<file path="config.mk">
export PLATFORM = sky130hd
export DESIGN_NAME = bbd_interp
export DESIGN_NICKNAME = d
export VERILOG_FILES = /design/src/hw/rtl/bbd_pkg.sv /design/src/hw/rtl/bbd_interp.sv
export SDC_FILE = /design/constraint.sdc
export NUM_CORES = 1
export LEC_CHECK = 0
export BUFFER_PORTS_ARGS = -buffer_cell sky130_fd_sc_hd__buf_4
export CORE_UTILIZATION = 45
export DETAILED_ROUTE_END_ITERATION = 7
export PLACE_DENSITY = 0.8
export SLEW_MARGIN = 20
export SYNTH_ARGS = -nofsm -noshare
export SYNTH_HDL_FRONTEND = slang
export SYNTH_SLANG_ARGS = --single-unit
</file>
<file path="constraint.sdc">
create_clock -name vclk -period 15.46
set_input_delay 4.638 -clock vclk [all_inputs]
set_output_delay 4.638 -clock vclk [all_outputs]
set_load 0.01 [all_outputs]
</file>
<file path="src/hw/rtl/bbd_pkg.sv">
// Shared types, constants and color-site helpers for the Bayer demosaic block.
`timescale 1ns / 1ps
package bbd_pkg;

    localparam int PIX_W      = 8;
    localparam int PHASE_W    = 2;
    localparam int FW_W       = 13;
    localparam int FH_W       = 14;
    localparam int CFG_DATA_W = 14;
    localparam int CFG_IDX_W  = 2;

    localparam int FRAME_WIDTH_RST  = 4096;
    localparam int FRAME_HEIGHT_RST = 3072;

    localparam logic [CFG_IDX_W-1:0] REG_CFA_PHASE    = 2'd0;
    localparam logic [CFG_IDX_W-1:0] REG_FRAME_WIDTH  = 2'd1;
    localparam logic [CFG_IDX_W-1:0] REG_FRAME_HEIGHT = 2'd2;

    localparam logic [PHASE_W-1:0] PHASE_RGGB = 2'd0;
    localparam logic [PHASE_W-1:0] PHASE_BGGR = 2'd1;
    localparam logic [PHASE_W-1:0] PHASE_GBRG = 2'd2;
    localparam logic [PHASE_W-1:0] PHASE_GRBG = 2'd3;

    typedef enum logic [1:0] {
        SITE_R,
        SITE_G,
        SITE_B
    } site_t;

    typedef logic [PIX_W-1:0] pix_t;
    // One window column, rows top to bottom.
    typedef pix_t [2:0] col_t;
    // Index 0 is the older column, index 1 the center column.
    typedef col_t [1:0] win_t;

    typedef struct packed {
        logic  left;
        logic  right;
        logic  top;
        logic  bottom;
        site_t site;
        logic  red_row;
    } interp_ctl_t;

    typedef struct packed {
        pix_t red;
        pix_t green;
        pix_t blue;
        logic end_of_row;
        logic end_of_frame;
    } result_t;

    function automatic site_t site_colour(logic [PHASE_W-1:0] phase, logic x_odd,
                                          logic y_odd);
        site_t s;
        case (phase)
            PHASE_BGGR: s = !y_odd ? (!x_odd ? SITE_B : SITE_G) : (!x_odd ? SITE_G : SITE_R);
            PHASE_GBRG: s = !y_odd ? (!x_odd ? SITE_G : SITE_B) : (!x_odd ? SITE_R : SITE_G);
            PHASE_GRBG: s = !y_odd ? (!x_odd ? SITE_G : SITE_R) : (!x_odd ? SITE_B : SITE_G);
            default:    s = !y_odd ? (!x_odd ? SITE_R : SITE_G) : (!x_odd ? SITE_G : SITE_B);
        endcase
        return s;
    endfunction

    // True when the row holding the site carries red samples.
    function automatic logic red_row(logic [PHASE_W-1:0] phase, logic y_odd);
        logic odd_red;
        odd_red = (phase == PHASE_BGGR) || (phase == PHASE_GBRG);
        return odd_red ? y_odd : !y_odd;
    endfunction

endpackage

</file>
<file path="src/hw/rtl/bbd_interp.sv">
// Bilinear interpolation of one site from the 3x3 window with edge clamping.
`timescale 1ns / 1ps
module bbd_interp (
    input  bbd_pkg::win_t        win,
    input  bbd_pkg::col_t        newest,
    input  bbd_pkg::interp_ctl_t ctl,
    output bbd_pkg::pix_t        red,
    output bbd_pkg::pix_t        green,
    output bbd_pkg::pix_t        blue
);
    import bbd_pkg::*;

    col_t       c;
    col_t       lc;
    col_t       rc;
    pix_t       l, r, u, d, ul, ur, dl, dr;
    logic [9:0] edge_sum;
    logic [9:0] diag_sum;
    logic [8:0] h_sum;
    logic [8:0] v_sum;

    always_comb
    begin
        c  = win[1];
        lc = ctl.left  ? c : win[0];
        rc = ctl.right ? c : newest;
        l  = lc[1];
        r  = rc[1];
        u  = ctl.top    ? c[1]  : c[0];
        d  = ctl.bottom ? c[1]  : c[2];
        ul = ctl.top    ? lc[1] : lc[0];
        ur = ctl.top    ? rc[1] : rc[0];
        dl = ctl.bottom ? lc[1] : lc[2];
        dr = ctl.bottom ? rc[1] : rc[2];

        edge_sum = 10'(l) + 10'(r) + 10'(u) + 10'(d);
        diag_sum = 10'(ul) + 10'(ur) + 10'(dl) + 10'(dr);
        h_sum    = 9'(l) + 9'(r);
        v_sum    = 9'(u) + 9'(d);

        case (ctl.site)
            SITE_R:
            begin
                red   = c[1];
                green = edge_sum[9:2];
                blue  = diag_sum[9:2];
            end
            SITE_B:
            begin
                red   = diag_sum[9:2];
                green = edge_sum[9:2];
                blue  = c[1];
            end
            default:
            begin
                green = c[1];
                red   = ctl.red_row ? h_sum[8:1] : v_sum[8:1];
                blue  = ctl.red_row ? v_sum[8:1] : h_sum[8:1];
            end
        endcase
    end

endmodule

</file>
# Word level (Yosys, flattened, before mapping)
# Index checks and enable logic that the tools add are counted.
[word_totals]
reg_bits = 0
out_inout_bits = 24
wordCells = 24
[classes]
eq_ne = 1
n_reduce_logical = 2
mux = 13
add_sub_neg = 8
[ops]
columns = ["operator", "count"]
rows = [
  ["8-bit 2-to-1 mux", 9],
  ["24-bit 2-to-1 mux", 2],
  ["8-bit by 8-bit adder with 9-bit output", 4],
  ["8-bit one-hot mux with 2 select lines", 2],
  ["10-bit by 8-bit adder with 10-bit output", 2],
  ["9-bit by 8-bit adder with 10-bit output", 2],
  ["2-bit equality test (second input constant)", 1],
  ["2-bit zero test", 1],
  ["2-bit OR reduction", 1],
]

# Longest topological paths before layout
[depth]
word_depth = 6
mapped_depth = 17

# Worst setup path after synthesis
# Ideal clock, no wire load.
[synth_timing]
kind = "input -> output"
start = "in ctl[5] (netlist bit)"
end = "out blue[6]"
required_ps = 10822
setup_slack_ps = 2363
stages = 15
path_buffers = 2
t_arrival_ps = 8459
path_cell_list = "clkbuf_1 clkbuf_1 mux2_2 a21oi_1 fa_1 fa_1 inv_1 ha_1 a21o_1 a21oi_1 o21ai_2 o31ai_2 xnor2_1 nor2_2 a221oi_1"
[synth_via]
elab_chain_len = 6
elab_cells_between_ends = 9
[synth_rtl]
columns = ["item", "line", "source"]
rows = [
  ["start: declaration", "bbd_interp.sv:6", "input bbd_pkg::interp_ctl_t ctl,"],
  ["24-bit 2-to-1 mux *", "bbd_interp.sv:26", "rc = ctl.right ? c : newest;"],
  ["8-bit 2-to-1 mux", "bbd_interp.sv:32", "ur = ctl.top ? rc[1] : rc[0];"],
  ["8-bit by 8-bit adder with 9-bit output", "bbd_interp.sv:37", "diag_sum = 10'(ul) + 10'(ur) + 10'(dl) + 10'(dr);"],
  ["9-bit by 8-bit adder with 10-bit output", "bbd_interp.sv:37", ""],
  ["10-bit by 8-bit adder with 10-bit output", "bbd_interp.sv:37", ""],
  ["8-bit one-hot mux with 2 select lines *", "bbd_interp.sv:41", "case (ctl.site)"],
  ["end: declaration", "bbd_interp.sv:9", "output bbd_pkg::pix_t blue"],
]
# Mark *: on every way between the ends. The rest lies on a longest branch, timed or not.

# Worst setup path in the final report
[layout_timing]
start = "in ctl[5] (netlist bit)"
end = "out red[7]"
[layout_via]
elab_chain_len = 6
elab_cells_between_ends = 9
[layout_rtl]
columns = ["item", "line", "source"]
rows = [
  ["24-bit 2-to-1 mux *", "bbd_interp.sv:26", ""],
  ["8-bit 2-to-1 mux", "bbd_interp.sv:32", ""],
  ["8-bit by 8-bit adder with 9-bit output", "bbd_interp.sv:37", ""],
  ["9-bit by 8-bit adder with 10-bit output", "bbd_interp.sv:37", ""],
  ["10-bit by 8-bit adder with 10-bit output", "bbd_interp.sv:37", ""],
  ["8-bit one-hot mux with 2 select lines *", "bbd_interp.sv:41", ""],
  ["end: declaration", "bbd_interp.sv:7", "output bbd_pkg::pix_t red,"],
]
# Marks and branches as above.

==> summary.txt <==
Status
  • Status: finished clean

Worst setup path
  • CP startpoint kind: input pin
  • Worst setup path startpoint: ctl[5]
  • CP peak stage delay: 0.45 ns
  • CP Cell Sequence: buf_4 -> mux2_2 -> a21oi_1 -> fa_1 -> inv_1 -> fa_1 -> and3_1 -> fa_1 -> a21o_1 -> a21o_1 -> a211oi_1 -> nor2_1 -> o21ai_0 -> a221o_1 -> o221ai_1 -> buf_4
  • CP Class: in -> out
  • Slowest stage cell on the critical path: mux2_2
  • Worst-path maximum fanout: 24
  • CP arrival: 8.66 ns
  • Required @ worst endpoint: 10.82 ns
  • Crit path top cell by count: fa_1
  • CP endpoint kind: output port

Power and ir drop
  • Switching share of power: 52.9%
  • Register share of total power: 0%
  • Sw Pwr: 204 uW
  • Power after layout: 385 uW
  • LEAKAGE: 2.11 nW
  • VDD IR max: 0.0000600 V
  • PD cells: 90.2 nW/um^2
  • Power share of the clock group: 0%
  • Logic pwr share: 100.0%
  • Internal power: 181 uW

Floorplanning
  • Die footprint: 8090 sq um
  • Core ar.: 7370 sq um
  • Ports: 103
  • Die Y: 89.9 um
  • Starting Density: 47.2%
  • Die Width: 89.9 um
  • Cell Rows: 31

Synthesis
  • Synth Instances: 449
  • Syn Area/Cell: 7.75 sq um
  • Post-Syn Area: 3480 sq um
  • Post-synth cell types: 42
  • Yosys warning count: 0
  • Register area share after synthesis: 0%
  • Syn_nets: 591

STA
  • Final setup vio count: 0
  • Slew @ Worst Pin: 0.491 ns
  • Final period util: 86.0%
  • RSZ-0062 raised after global routing: false
  • Slew headroom: 67.3%
  • Worst hold slack: 9.65 ns
  • Final Hold Fails: 0
  • Slew Limit Fails: 0
  • Min Tclk post-route: 13.30 ns
  • Maximum operating frequency: 0.0752 GHz
  • Setup TNS: 0 ns

Route
  • Initial detailed-routing violation count: 125
  • Routed wire length per instance: 16.6 um
  • DRT antenna net count: 0
  • Pre-Repair DR Iteration Count: 4
  • Total number of vias: 3542
  • Vias per cell: 5.68
  • Number of remaining DRC errors: 0
  • Drt total wl: 10400 um

Layout
  • Storage element area: 0 sq um
  • Fin nets: 669
  • Most common library cell in the layout ignoring fill and taps: buf_4
  • CLK BUF: 0
  • Layout cells sized above 1: 26.1%
  • Final core occ: 57.9%
  • Area growth, synth to finish: 22.6%
  • # diodes: 0
  • Most frequent cells in the layout: buf_4 (103), a21oi_1 (56), inv_1 (51)
  • Seq_cells: 0

CTS
  • Post-CTS Hold Buffers: 0
  • Post-CTS Repair Setup Buffers: 0
  • Resized Gates After CTS: 0

Worst hold path
  • Hold Crit Class: in -> out
  • WHS Path Cells: 4
  • Hold Startpoint: win[36]

Global routing
  • Initial antenna violation count: 0
  • Global-route total usage across every layer: 25.8%
  • Congestion Overflow GR: 0
  • Largest net degree at the start of global routing: 49
  • Vias in the first global route: 3586
  • First-pass GRT wire length: 17200 um

Placement
  • GPL Wtd Cong: 0.959
  • I/O Buffers: 103
  • Hpwl dp: 8610 um

Job
  • Max-cap viol count: 0
-- layer usage --
metal | part of all wire [%] | GRT usage, % | vias to the layer above
met5 | 0 | 0 | -
met4 | 2.2 | 5.38 | 0
met3 | 4.9 | 1.95 | 16
met2 | 51 | 50.1 | 121
met1 | 42 | 30.9 | 1694
li1 | - | - | 1711
-- cell families (layout without fill, tap and decap cells) --
| family | Yosys count | in the layout | share of synthesized area [%] |
|---|---|---|---|
| AO/OA/AOI/OAI | 116 | 116 | 20.6 |
| AND/OR/NAND/NOR | 95 | 95 | 12.2 |
| buffers and inverters | 78 | 154 | 8.70 |
| multiplexers | 76 | 76 | 23.2 |
| adder cells (fa/ha/maj) | 63 | 63 | 30.0 |
| XOR/XNOR | 21 | 21 | 5.29 |
-- cell usage after synthesis (all sizes together) --
library cell,n,area [sq um]
a2111oi,1,8.76
a211oi,11,82.6
a21o,7,52.6
a21oi,56,280
a221o,2,20.0
a221oi,2,17.5
a22oi,2,15.0
a311oi,2,17.5
a41oi,1,16.3
and2,1,6.26
and3,1,6.26
buf,12,55.1
clkbuf,15,56.3
fa,34,681
ha,29,363
inv,51,191
mux2,28,315
mux2i,47,470
mux4,1,22.5
nand2,16,60.1
nand2b,5,31.3
nand3,1,5.00
nand4b,1,8.76
nor2,49,186
nor2b,9,56.3
nor3,11,55.1
nor3b,1,7.51
o211a,1,10.0
o211ai,2,15.0
o21a,2,15.0
o21ai,20,104
o21bai,3,22.5
o221a,1,11.3
o221ai,2,17.5
o31ai,1,12.5
xnor2,15,131
xor2,6,52.6
-- layout make-up --
| type | instances | area (sq um) |
|---|---|---|
| Inverter | 51 | 191 |
| Fill cell | 710 | 3100 |
| Timing Repair Buffer | 103 | 773 |
| Tap cell | 99 | 124 |
| Multi-Input combinational cell | 371 | 3180 |
-- final timing paths --
kind                  slack, ns  endpoint
worst max-delay path       2.16    red[7]
worst min-delay path       9.65  green[4]
-- power by group through the flow --
stage	Combinational, mW	Sequential, mW	Clock, mW
finish	0.385	0	0
global route	0.432	0	0
CTS	0.386	0	0
detailed placement	0.383	0	0
global placement	0.373	0	0
floorplan	0.272	0	0
-- through the flow --
step	setup WS [ns]	std cells	cell area, sq um
floorplan	2.36	449	3480
global placement	2.26	624	4270
detailed placement	2.20	624	4270
CTS	2.18	624	4270
global route	1.86	624	4270
finish	2.16	624	4270
-- critical path: cells and delay by family --
family / cells / cell delay (ns)
AOI/OAI and AO/OA: 7 / 1.44
adders and majority gates: 3 / 1.26
buffers and inverters: 3 / 0.58
muxes: 1 / 0.45
and+or+nand+nor: 2 / 0.29
Note: power is estimated with default switching activity, not from simulation.
