--- src/hw/rtl/bbd_pkg.sv ---
// Shared types, constants and color-site helpers for the Bayer demosaic block.
`timescale 1ns / 1ps
package bbd_pkg;

    localparam int PIX_W      = 8;
    localparam int PHASE_W    = 2;
    localparam int FW_W       = 13;
    localparam int FH_W       = 14;
    localparam int CFG_DATA_W = 14;
    localparam int CFG_IDX_W  = 2;

    localparam int FRAME_WIDTH_RST  = 4096;
    localparam int FRAME_HEIGHT_RST = 3072;

    localparam logic [CFG_IDX_W-1:0] REG_CFA_PHASE    = 2'd0;
    localparam logic [CFG_IDX_W-1:0] REG_FRAME_WIDTH  = 2'd1;
    localparam logic [CFG_IDX_W-1:0] REG_FRAME_HEIGHT = 2'd2;

    localparam logic [PHASE_W-1:0] PHASE_RGGB = 2'd0;
    localparam logic [PHASE_W-1:0] PHASE_BGGR = 2'd1;
    localparam logic [PHASE_W-1:0] PHASE_GBRG = 2'd2;
    localparam logic [PHASE_W-1:0] PHASE_GRBG = 2'd3;

    typedef enum logic [1:0] {
        SITE_R,
        SITE_G,
        SITE_B
    } site_t;

    typedef logic [PIX_W-1:0] pix_t;
    // One window column, rows top to bottom.
    typedef pix_t [2:0] col_t;
    // Index 0 is the older column, index 1 the center column.
    typedef col_t [1:0] win_t;

    typedef struct packed {
        logic  left;
        logic  right;
        logic  top;
        logic  bottom;
        site_t site;
        logic  red_row;
    } interp_ctl_t;

    typedef struct packed {
        pix_t red;
        pix_t green;
        pix_t blue;
        logic end_of_row;
        logic end_of_frame;
    } result_t;

    function automatic site_t site_colour(logic [PHASE_W-1:0] phase, logic x_odd,
                                          logic y_odd);
        site_t s;
        case (phase)
            PHASE_BGGR: s = !y_odd ? (!x_odd ? SITE_B : SITE_G) : (!x_odd ? SITE_G : SITE_R);
            PHASE_GBRG: s = !y_odd ? (!x_odd ? SITE_G : SITE_B) : (!x_odd ? SITE_R : SITE_G);
            PHASE_GRBG: s = !y_odd ? (!x_odd ? SITE_G : SITE_R) : (!x_odd ? SITE_B : SITE_G);
            default:    s = !y_odd ? (!x_odd ? SITE_R : SITE_G) : (!x_odd ? SITE_G : SITE_B);
        endcase
        return s;
    endfunction

    // True when the row holding the site carries red samples.
    function automatic logic red_row(logic [PHASE_W-1:0] phase, logic y_odd);
        logic odd_red;
        odd_red = (phase == PHASE_BGGR) || (phase == PHASE_GBRG);
        return odd_red ? y_odd : !y_odd;
    endfunction

endpackage

--- src/hw/rtl/bbd_if.sv ---


interface bbd_out_if;
    import bbd_pkg::*;
    logic             valid;
    logic             ready;
    logic [PIX_W-1:0] red;
    logic [PIX_W-1:0] green;
    logic [PIX_W-1:0] blue;
    logic             end_of_row;
    logic             end_of_frame;

    modport source (output valid, red, green, blue, end_of_row, end_of_frame, input ready);
    modport sink (input valid, red, green, blue, end_of_row, end_of_frame, output ready);
endinterface

--- src/hw/rtl/bbd_out_buf.sv ---
// Two-entry output buffer that decouples the result stream from the input side.
`timescale 1ns / 1ps
module bbd_out_buf (
    input  logic              clk,
    input  logic              rst_n,
    input  logic              push,
    input  bbd_pkg::result_t  push_data,
    output logic              space,
    bbd_out_if.source         pixel_out
);
    import bbd_pkg::*;

    result_t    entry_reg [2];
    logic       head_reg;
    logic       tail_reg;
    logic [1:0] count_reg;
    logic       pop;
    result_t    head_data;

    assign pop   = pixel_out.valid && pixel_out.ready;
    assign space = (count_reg != 2'd2);

    always_ff @(posedge clk)
    begin
        if (push)
        begin
            entry_reg[tail_reg] <= push_data;
        end
    end

    always_ff @(posedge clk or negedge rst_n)
    begin
        if (!rst_n)
        begin
            head_reg  <= 1'b0;
            tail_reg  <= 1'b0;
            count_reg <= 2'd0;
        end
        else
        begin
            if (push)
            begin
                tail_reg <= !tail_reg;
            end
            if (pop)
            begin
                head_reg <= !head_reg;
            end
            if (push && !pop)
            begin
                count_reg <= count_reg + 2'd1;
            end
            else if (pop && !push)
            begin
                count_reg <= count_reg - 2'd1;
            end
        end
    end

    assign head_data              = entry_reg[head_reg];
    assign pixel_out.valid        = (count_reg != 2'd0);
    assign pixel_out.red          = head_data.red;
    assign pixel_out.green        = head_data.green;
    assign pixel_out.blue         = head_data.blue;
    assign pixel_out.end_of_row   = head_data.end_of_row;
    assign pixel_out.end_of_frame = head_data.end_of_frame;

endmodule

--- src/flat_wrapper.sv ---
// flat-port wrapper written by rule: the top's interface ports become plain ports
module bbd_out_buf_flat import bbd_pkg::*;
  (clk, rst_n, push, push_data, space, pixel_out_valid, pixel_out_red, pixel_out_green, pixel_out_blue, pixel_out_end_of_row, pixel_out_end_of_frame, pixel_out_ready);
  bbd_out_if pixel_out_i ();
  input  logic clk;
  input  logic rst_n;
  input  logic push;
  input  bbd_pkg::result_t push_data;
  output logic space;
  output wire logic [$bits(pixel_out_i.valid)-1:0] pixel_out_valid;
  output wire logic [$bits(pixel_out_i.red)-1:0] pixel_out_red;
  output wire logic [$bits(pixel_out_i.green)-1:0] pixel_out_green;
  output wire logic [$bits(pixel_out_i.blue)-1:0] pixel_out_blue;
  output wire logic [$bits(pixel_out_i.end_of_row)-1:0] pixel_out_end_of_row;
  output wire logic [$bits(pixel_out_i.end_of_frame)-1:0] pixel_out_end_of_frame;
  input wire logic [$bits(pixel_out_i.ready)-1:0] pixel_out_ready;
  assign pixel_out_valid = pixel_out_i.valid;
  assign pixel_out_red = pixel_out_i.red;
  assign pixel_out_green = pixel_out_i.green;
  assign pixel_out_blue = pixel_out_i.blue;
  assign pixel_out_end_of_row = pixel_out_i.end_of_row;
  assign pixel_out_end_of_frame = pixel_out_i.end_of_frame;
  assign pixel_out_i.ready = pixel_out_ready;
  bbd_out_buf u_core (.clk(clk), .rst_n(rst_n), .push(push), .push_data(push_data), .space(space), .pixel_out(pixel_out_i));
endmodule
--- config.mk ---
export PLATFORM = sky130hd
export DESIGN_NAME = bbd_out_buf_flat
export DESIGN_NICKNAME = d
export VERILOG_FILES = /design/src/hw/rtl/bbd_pkg.sv /design/src/hw/rtl/bbd_if.sv /design/src/hw/rtl/bbd_out_buf.sv /design/src/flat_wrapper.sv
export SDC_FILE = /design/constraint.sdc
export NUM_CORES = 1
export LEC_CHECK = 0
export BUFFER_PORTS_ARGS = -buffer_cell sky130_fd_sc_hd__buf_4
export CORE_ASPECT_RATIO = 1.25
export CORE_UTILIZATION = 35
export CTS_CLUSTER_DIAMETER = 50
export DETAILED_ROUTE_END_ITERATION = 12
export SYNTH_ARGS = -nofsm -noshare
export SYNTH_HDL_FRONTEND = slang
export SYNTH_SLANG_ARGS = --single-unit
--- constraint.sdc ---
create_clock -name clk -period 5 [get_ports clk]
set_input_delay 0.75 -clock clk [delete_from_list [all_inputs] [get_ports clk]]
set_output_delay 0.75 -clock clk [all_outputs]
set_load 0.02 [all_outputs]
# Word level (Yosys, flattened, before mapping)
# Memory sizes are Yosys's and may differ from the RTL's.
# Index checks and enable logic that the tools add are counted.
# classes
n_lt_le_gt_ge	0
div	0
shift	0
n_reduce_logical	9
n_mux	4
addsub	2
n_bitwise	0
multipliers	0
eq_ne	1
# op_table
op	n
zero test 1 bit	4
2-to-1 mux 2 bit	2
nonzero test 2 bit	2
logical AND 1 bit	3
adder 2 x 1 -> 2 bit, second input constant	1
2-to-1 mux 1 bit	2
inequality test 2 bit, second input constant	1
subtractor 2 x 1 -> 2 bit, second input constant	1
# totals
romBits	0
latch_bits	0
reg_bits	4
input_bits	30
ramBits	52
memories	1
output_inout_bits	28
elab_cells	20
# mem_list
name	words	word_bits	read_ports	rd_clocked_by_memory_dff	wr	line_no	source
u_core.entry_reg	2	26	1	0	1	bbd_out_buf.sv:13	result_t entry_reg [2];

# Longest topological paths before layout
# Gate-level depths: netlist of the first run.
# depth
ltp_word	5
ltp_mapped	6

# Worst setup path before layout of the first run
# Ideal clock, no wire load.
# synth_path
path_type	input port to flip-flop
start	in push
end	mem u_core.entry_reg[0][0] (netlist bit), enable pin
path_buffers	0
path_slack_ps	2647
arrival_ps	1941
required_time_ps	4588
cell_stages	1
cell_sequence	nor2b_1
# synth_between
elab_chain_len	2
# synth_lines
item	line_no	source
from (decl)	flat_wrapper.sv:7	input logic push;
2-to-1 mux 1 bit	bbd_out_buf.sv:25	if (push)
2-to-1 mux 1 bit (implied by the code)	bbd_out_buf.sv:27	entry_reg[tail_reg] <= push_data;
to (decl)	bbd_out_buf.sv:13	
# Every way passes these cells.

# Worst setup path after layout of the first run
# layout_path
start	reg u_core.head_reg
end	out pixel_out_red[5]
# layout_between
elab_chain_len	1
# layout_lines
item	line_no	source
from (decl)	bbd_out_buf.sv:14	logic head_reg;
from (signal assigned)	bbd_out_buf.sv:47	head_reg <= !head_reg;
memory (2 x 26 bit)	-	
to (decl)	flat_wrapper.sv:11	output wire logic [$bits(pixel_out_i.red)-1:0] pixel_out_red;
# Every way passes these cells.

==> results.tsv, run 1 <==
stage	metric	value	unit
outcome	status	completed	
global_routing	grt ovf	0	
hold_path	worst min path class	primary input to asynchronous set/reset pin	
floorplan	die height	90.0	um
logic_synthesis	Synth cell types	15	
sta	f_max	427	MHz
floorplan	DIE WIDTH	72.4	um
power_and_ir_drop	combinational share of power	0.401	
flow_run	max-cap violations	0	
clock_tree	clk sinks	56	
sta	worst rel slew slack	0.460	
route	routed wire length per instance	13.9	um
global_routing	vias in the first global route	1142	
logic_synthesis	Synth top area share	0.721	
final_layout	commonest non-fill, non-tap cells in the layout	60 x buf_4, 52 x edfxtp_1, 19 x mux2_4	
sta	unrepaired setup endpoints after global routing	no	
power_and_ir_drop	Peak VDD IR	0.323	mV
logic_synthesis	register area share after synthesis	0.767	
critical_path	CP Max Fanout	27	
floorplan	Core Rows	31	
final_layout	multi-input logic area	455	um2
global_routing	first-pass GRT wire length	5390	um
power_and_ir_drop	Sw Share	0.315	
sta	Max Slew Vio Count	0	
clock_tree	CTS tree	done	
clock_tree	clock latency on the worst-skew pair	300	ps
sta	Final Hold Vio Count	0	
sta	Slew @ Worst Pin	806	ps
power_and_ir_drop	Seq pwr share	0.434	
final_layout	Fillers	543	
power_and_ir_drop	Clk pwr share	0.164	
power_and_ir_drop	Power Density	548	mW/mm2
logic_synthesis	Synth area leaders	edfxtp_1 72%, mux2_4 13%, dfrtp_1 4.6%, mux2_2 3.6%, buf_12 1.8%	
logic_synthesis	area leader, netlist	edfxtp_1	
critical_path	critical path class	flop to primary output	
final_layout	layout cells sized above 1	0.586	
global_routing	initial antenna violation count	0	
place	Post-DP HPWL	2420	um
floorplan	die area	0.00651	mm2
route	vias	1052	
logic_synthesis	Post-Syn Nets	128	
sta	Worst Setup Slack, final	2660	ps
place	IO Port Bufs	57	
final_layout	Nets	192	
route	DRT antenna net count	0	
power_and_ir_drop	final total power	1520	uW
route	final WL	3390	um
floorplan	Top-Level Pins	58	
critical_path	Worst Path Required	4250	ps
place	post-placement cell area	0.00267	mm2
clock_tree	# H-tree levels	2	
place	pre-CTS setup slack	2800	ps
clock_tree	Clk pin slew, worst setup/hold paths	90	ps
sta	worst clock skew	4.06	ps
logic_synthesis	Avg Cell Area, Syn	22.3	um2
final_layout	Finished Cell Area	0.00277	mm2
global_routing	Overall Global Routing Usage	0.113	
logic_synthesis	mapped cell area	0.00217	mm2
route	Via-to-Cell Ratio	4.31	
power_and_ir_drop	leakage	0.00109	uW
clock_tree	post-CTS setup buffer count	0	
route	drt pass-1 iters	4	
final_layout	most common cell after layout, fill and taps aside	buf_4	
clock_tree	clk root buf	clkbuf_8	
clock_tree	worst-case clock buffer depth	2	
sta	fin crit share	0.469	
logic_synthesis	YS warnings	0	
global_routing	pin count of the biggest net entering global routing	28	
clock_tree	post-cts resize count	0	
clock_tree	TritonCTS Buffers	5	
sta	min Tclk post-route	2340	ps
floorplan	Initial Util	0.367	
logic_synthesis	register bit total from synthesis	56	
final_layout	FF+latch area	0.00166	mm2
route	initial DRC count	68	
sta	final setup TNS	0	ps
critical_path	WP data arrival	1590	ps
critical_path	CP startpoint kind	flop	
final_layout	Syn-to-layout area delta	27.8	%
final_layout	n_diodes	0	
sta	Final setup viols	0	
logic_synthesis	synthesized netlist cell count	97	
final_layout	max reg flops	52	
clock_tree	Hold Buf Count CTS	0	
route	Residual DRC	0	
critical_path	CP endpoint kind	primary output	
floorplan	Core Area	0.00590	mm2
power_and_ir_drop	Int Power	1040	uW
power_and_ir_drop	NetSw	477	uW
place	placer congestion estimate	0.641	
==> per-stage QoR <==
| step | utilization | std cells | hold slack (ps) |
|---|---|---|---|
| floorplan | - | 97 | 454 |
| global placement | 0.453 | 236 | 471 |
| detailed placement | 0.453 | 236 | 504 |
| CTS | 0.469 | 244 | 210 |
| global route | 0.469 | 244 | 203 |
| finish | 0.469 | 244 | 225 |
==> cell usage after synthesis, drive strengths merged <==
library cell	number
and2	1
buf	3
dfrtp	4
edfxtp	52
ha	1
mux2	26
nand2	1
nand2b	1
nor2	1
nor2b	1
or2	1
xnor2	2
xor2	3
==> power groups by stage <==
stage | clock network, uW | logic, uW | registers, uW
2_1_floorplan | 0 | 443 | 661
3_3_place_gp | 0 | 611 | 663
3_5_place_dp | 0 | 622 | 670
4_1_cts | 260 | 622 | 660
5_1_grt | 275 | 649 | 669
6_report | 249 | 608 | 658
==> layer usage <==
| metal | part of all wire | global-route usage | up-vias |
|---|---|---|---|
| met5 | 0 | 0 | - |
| met1 | 0.38 | 0.120 | 512 |
| met2 | 0.54 | 0.196 | 38 |
| met3 | 0.055 | 0.0314 | 7 |
| li1 | - | - | 495 |
| met4 | 0.025 | 0.0637 | 0 |
==> worst max-delay path: stages (launching register included) <==
cell and delay (ps):
dfrtp_1 330, buf_4 390, mux2_2 400, buf_4 160
==> worst paths after layout <==
check	start	end	slack, ps	cells after the start
max	u_core.head_reg	pixel_out_red[5]	2660	3
min	rst_n	u_core.tail_reg	230	1
max reg2reg	u_core.tail_reg	u_core.entry_reg[0][0]	3290	2
min reg2reg	u_core.count_reg[1]	u_core.count_reg[1]	520	1
max in group asynchronous	rst_n	u_core.head_reg	4680	1
min in group clk	u_core.count_reg[1]	u_core.count_reg[1]	520	1
==> cell type report <==
type                       count  area share
sequential                    56       0.600
multi-input combinational     38       0.165
timing repair buffer          60       0.163
tap                           82      0.0371
clock buffer                   6      0.0298
clock inverter                 2     0.00542
==> logic make-up after synthesis <==
| family | after synthesis | share of synthesized area |
|---|---|---|
| flops | 56 | 0.767 |
| mux | 26 | 0.168 |
| simple gates | 6 | 0.0150 |
| xor+xnor | 5 | 0.0202 |
| buf+inv | 3 | 0.0237 |
| fa+ha+maj | 1 | 0.00578 |
Power figures use the tool's default switching activity.
==> run 2: changes to the inputs <==
==> constraint.sdc (replaced) <==
create_clock -name clk -period 2.35 [get_ports clk]
set_input_delay 0.3525 -clock clk [delete_from_list [all_inputs] [get_ports clk]]
set_output_delay 0.3525 -clock clk [all_outputs]
set_load 0.02 [all_outputs]
==> run 2 against run 1 <==
- worst hold slack gained 10 ps
- total power up 120%
- clock power rose by 140%
- sequential cell count did not move
- final cell count is 1.6% higher
- clock skew hardly changed
- design area increased by 1.5%
- sequential share of layout area down 0.88 points
- core utilization increased by 0.70 points
==> results.tsv, run 2 (synthesis results as in run 1) <==
stage	metric	value	unit	change
route	final WL	3280	um	was 3390 um
critical_path	CP Max Fanout	20		was 27
critical_path	R2R Setup Slk	930	ps	was 3290 ps
hold_path	worst min path class	primary input to flop		was primary input to asynchronous set/reset pin
power_and_ir_drop	Peak VDD IR	0.728	mV	was 0.323 mV
global_routing	vias in the first global route	1090		was 1142
floorplan	Core Area	0.00590	mm2	unchanged
sta	Final setup viols	0		unchanged
place	IO Port Bufs	57		unchanged
critical_path	Worst Path Required	2000	ps	was 4250 ps
floorplan	Core Rows	31		unchanged
floorplan	die height	90.0	um	unchanged
critical_path	WP data arrival	1520	ps	was 1590 ps
sta	Slew @ Worst Pin	332	ps	was 806 ps
place	# placed instances	239		was 236
clock_tree	Clk pin slew, worst setup/hold paths	90	ps	about the same
final_layout	max reg flops	52		unchanged
critical_path	critical path class	flop to primary output		unchanged
sta	Max Slew Vio Count	0		unchanged
sta	fin crit share	0.795		
clock_tree	TritonCTS Buffers	5		unchanged
route	vias	1050		was 1052
clock_tree	worst-case clock buffer depth	2		unchanged
critical_path	most used cell, CP	buf_4		unchanged
critical_path	buffers plus inverters on the worst setup path	2		unchanged
sta	final setup TNS	0	ps	unchanged
hold_path	hold depth	1		
sta	worst clock skew	4.29	ps	was 4.06 ps
final_layout	n_diodes	0		unchanged
critical_path	slowest CP cell	mux2_2		unchanged
sta	min Tclk post-route	1870	ps	
final_layout	Nets	196		was 192
clock_tree	clk sinks	56		unchanged
critical_path	worst reg-to-reg path cell count	6		was 2
global_routing	initial antenna violation count	0		unchanged
power_and_ir_drop	leakage	0.00112	uW	was 0.00109 uW
outcome	status	completed		unchanged
critical_path	critical-path cell list	buf_4 > mux2_2 > buf_4		unchanged
floorplan	die area	0.00651	mm2	unchanged
sta	worst rel slew slack	0.779		was 0.460
floorplan	DIE WIDTH	72.4	um	unchanged
floorplan	Initial Util	0.367		unchanged
hold_path	Hold EP	u_core.entry_reg[1][10]		
critical_path	crit-path max cell delay	380	ps	was 400 ps
route	Via-to-Cell Ratio	4.23		was 4.31
route	Residual DRC	0		unchanged
global_routing	first-pass GRT wire length	5230	um	was 5390 um
critical_path	worst reg2reg startpoint	u_core.count_reg[0]		was u_core.tail_reg
route	drt pass-1 iters	4		unchanged
global_routing	pin count of the biggest net entering global routing	21		was 28
clock_tree	# H-tree levels	2		unchanged
critical_path	CP endpoint kind	primary output		unchanged
sta	Final Hold Vio Count	0		unchanged
clock_tree	post-cts resize count	0		unchanged
sta	unrepaired setup endpoints after global routing	no		unchanged
sta	f_max	535	MHz	
flow_run	max-cap violations	0		unchanged
hold_path	HP Start	push_data[10]		
clock_tree	CTS tree	done		unchanged
clock_tree	post-CTS setup buffer count	0		unchanged
final_layout	most common cell after layout, fill and taps aside	buf_4		unchanged
clock_tree	clk root buf	clkbuf_8		unchanged
final_layout	Non-Filler Instances	248		was 244
place	placer congestion estimate	0.659		was 0.641
place	Post-DP HPWL	2330	um	was 2420 um
clock_tree	clock latency on the worst-skew pair	290	ps	was 300 ps
route	initial DRC count	65		was 68
final_layout	Syn-to-layout area delta	29.7	%	was 27.8%
final_layout	commonest non-fill, non-tap cells in the layout	63 x buf_4, 52 x edfxtp_1, 19 x mux2_4		was 60 x buf_4, 52 x edfxtp_1, 19 x mux2_4
critical_path	CP startpoint kind	flop		unchanged
route	routed wire length per instance	13.2	um	was 13.9 um
floorplan	Top-Level Pins	58		unchanged
global_routing	grt ovf	0		unchanged
global_routing	Overall Global Routing Usage	0.108		was 0.113
power_and_ir_drop	Power Density	1180	mW/mm2	was 548 mW/mm2
final_layout	layout cells sized above 1	0.578		was 0.586
final_layout	Fillers	542		was 543
critical_path	critical path's top delay family	buffers and inverters		unchanged
critical_path	RR Endpoint	u_core.count_reg[1]		was u_core.entry_reg[0][0]
route	DRT antenna net count	0		unchanged
[run 2: changes by cell type in the layout (fill, tap and decap cells not counted)]
cell	previous run	this run
bufinv_16	0	1
clkinvlp_4	2	0
buf_4	60	63
clkbuf_8	6	5
clkinv_1	0	2
dlygate4sd3_1	0	1
[run 2: metal layers]
metal	vias up	part of all wire	wire, um	track usage
li1	505	-	-	-
met1	502	0.41	1340	0.128
met2	37	0.51	1690	0.179
met3	6	0.055	179	0.0280
met4	0	0.022	72	0.0539
met5	-	0	0	0
[run 2: worst max path at each step]
stage | depth (start not counted) | start | slack, ps | endpoint
floorplan | 1 | u_core.tail_reg | 360 | u_core.entry_reg[0][0]
global placement | 3 | u_core.head_reg | 820 | pixel_out_red[2]
detailed placement | 3 | u_core.head_reg | 790 | pixel_out_red[3]
CTS | 3 | u_core.head_reg | 450 | pixel_out_red[3]
global route | 3 | u_core.head_reg | 400 | pixel_out_red[2]
finish | 3 | u_core.head_reg | 480 | pixel_out_red[2]
[run 2: final cells by class]
class,instances,area [um2],share of cell area
multi-input combinational,38,455,0.162
clock buffer,5,68.8,0.0245
timing repair buffer,64,483,0.172
clock inverter,3,37.5,0.0134
sequential,56,1660,0.592
tap,82,103,0.0365
[run 2: power by group]
group          switching [uW]  internal [uW]
sequential               68.3           1330
combinational             652            662
clock                     279            310
[run 2: stage by stage]
| step | hold slack (ps) | power [uW] | area (um2) | util | setup slack, ps |
|---|---|---|---|---|---|
| 2_1_floorplan | 56.9 | 2350 | 2170 | - | 360 |
| 3_3_place_gp | 150 | 2730 | 2690 | 0.457 | 822 |
| 3_5_place_dp | 155 | 2760 | 2690 | 0.457 | 791 |
| 4_1_cts | 222 | 3350 | 2810 | 0.476 | 451 |
| 5_1_grt | 215 | 3470 | 2810 | 0.476 | 397 |
| 6_report | 235 | 3300 | 2810 | 0.476 | 482 |
[run 2: repair_timing]
item / CTS / global route
hold buffers: 1 / 0
endpoints found under the setup margin: 0 / 0
hold endpoints to repair: 4 / 0
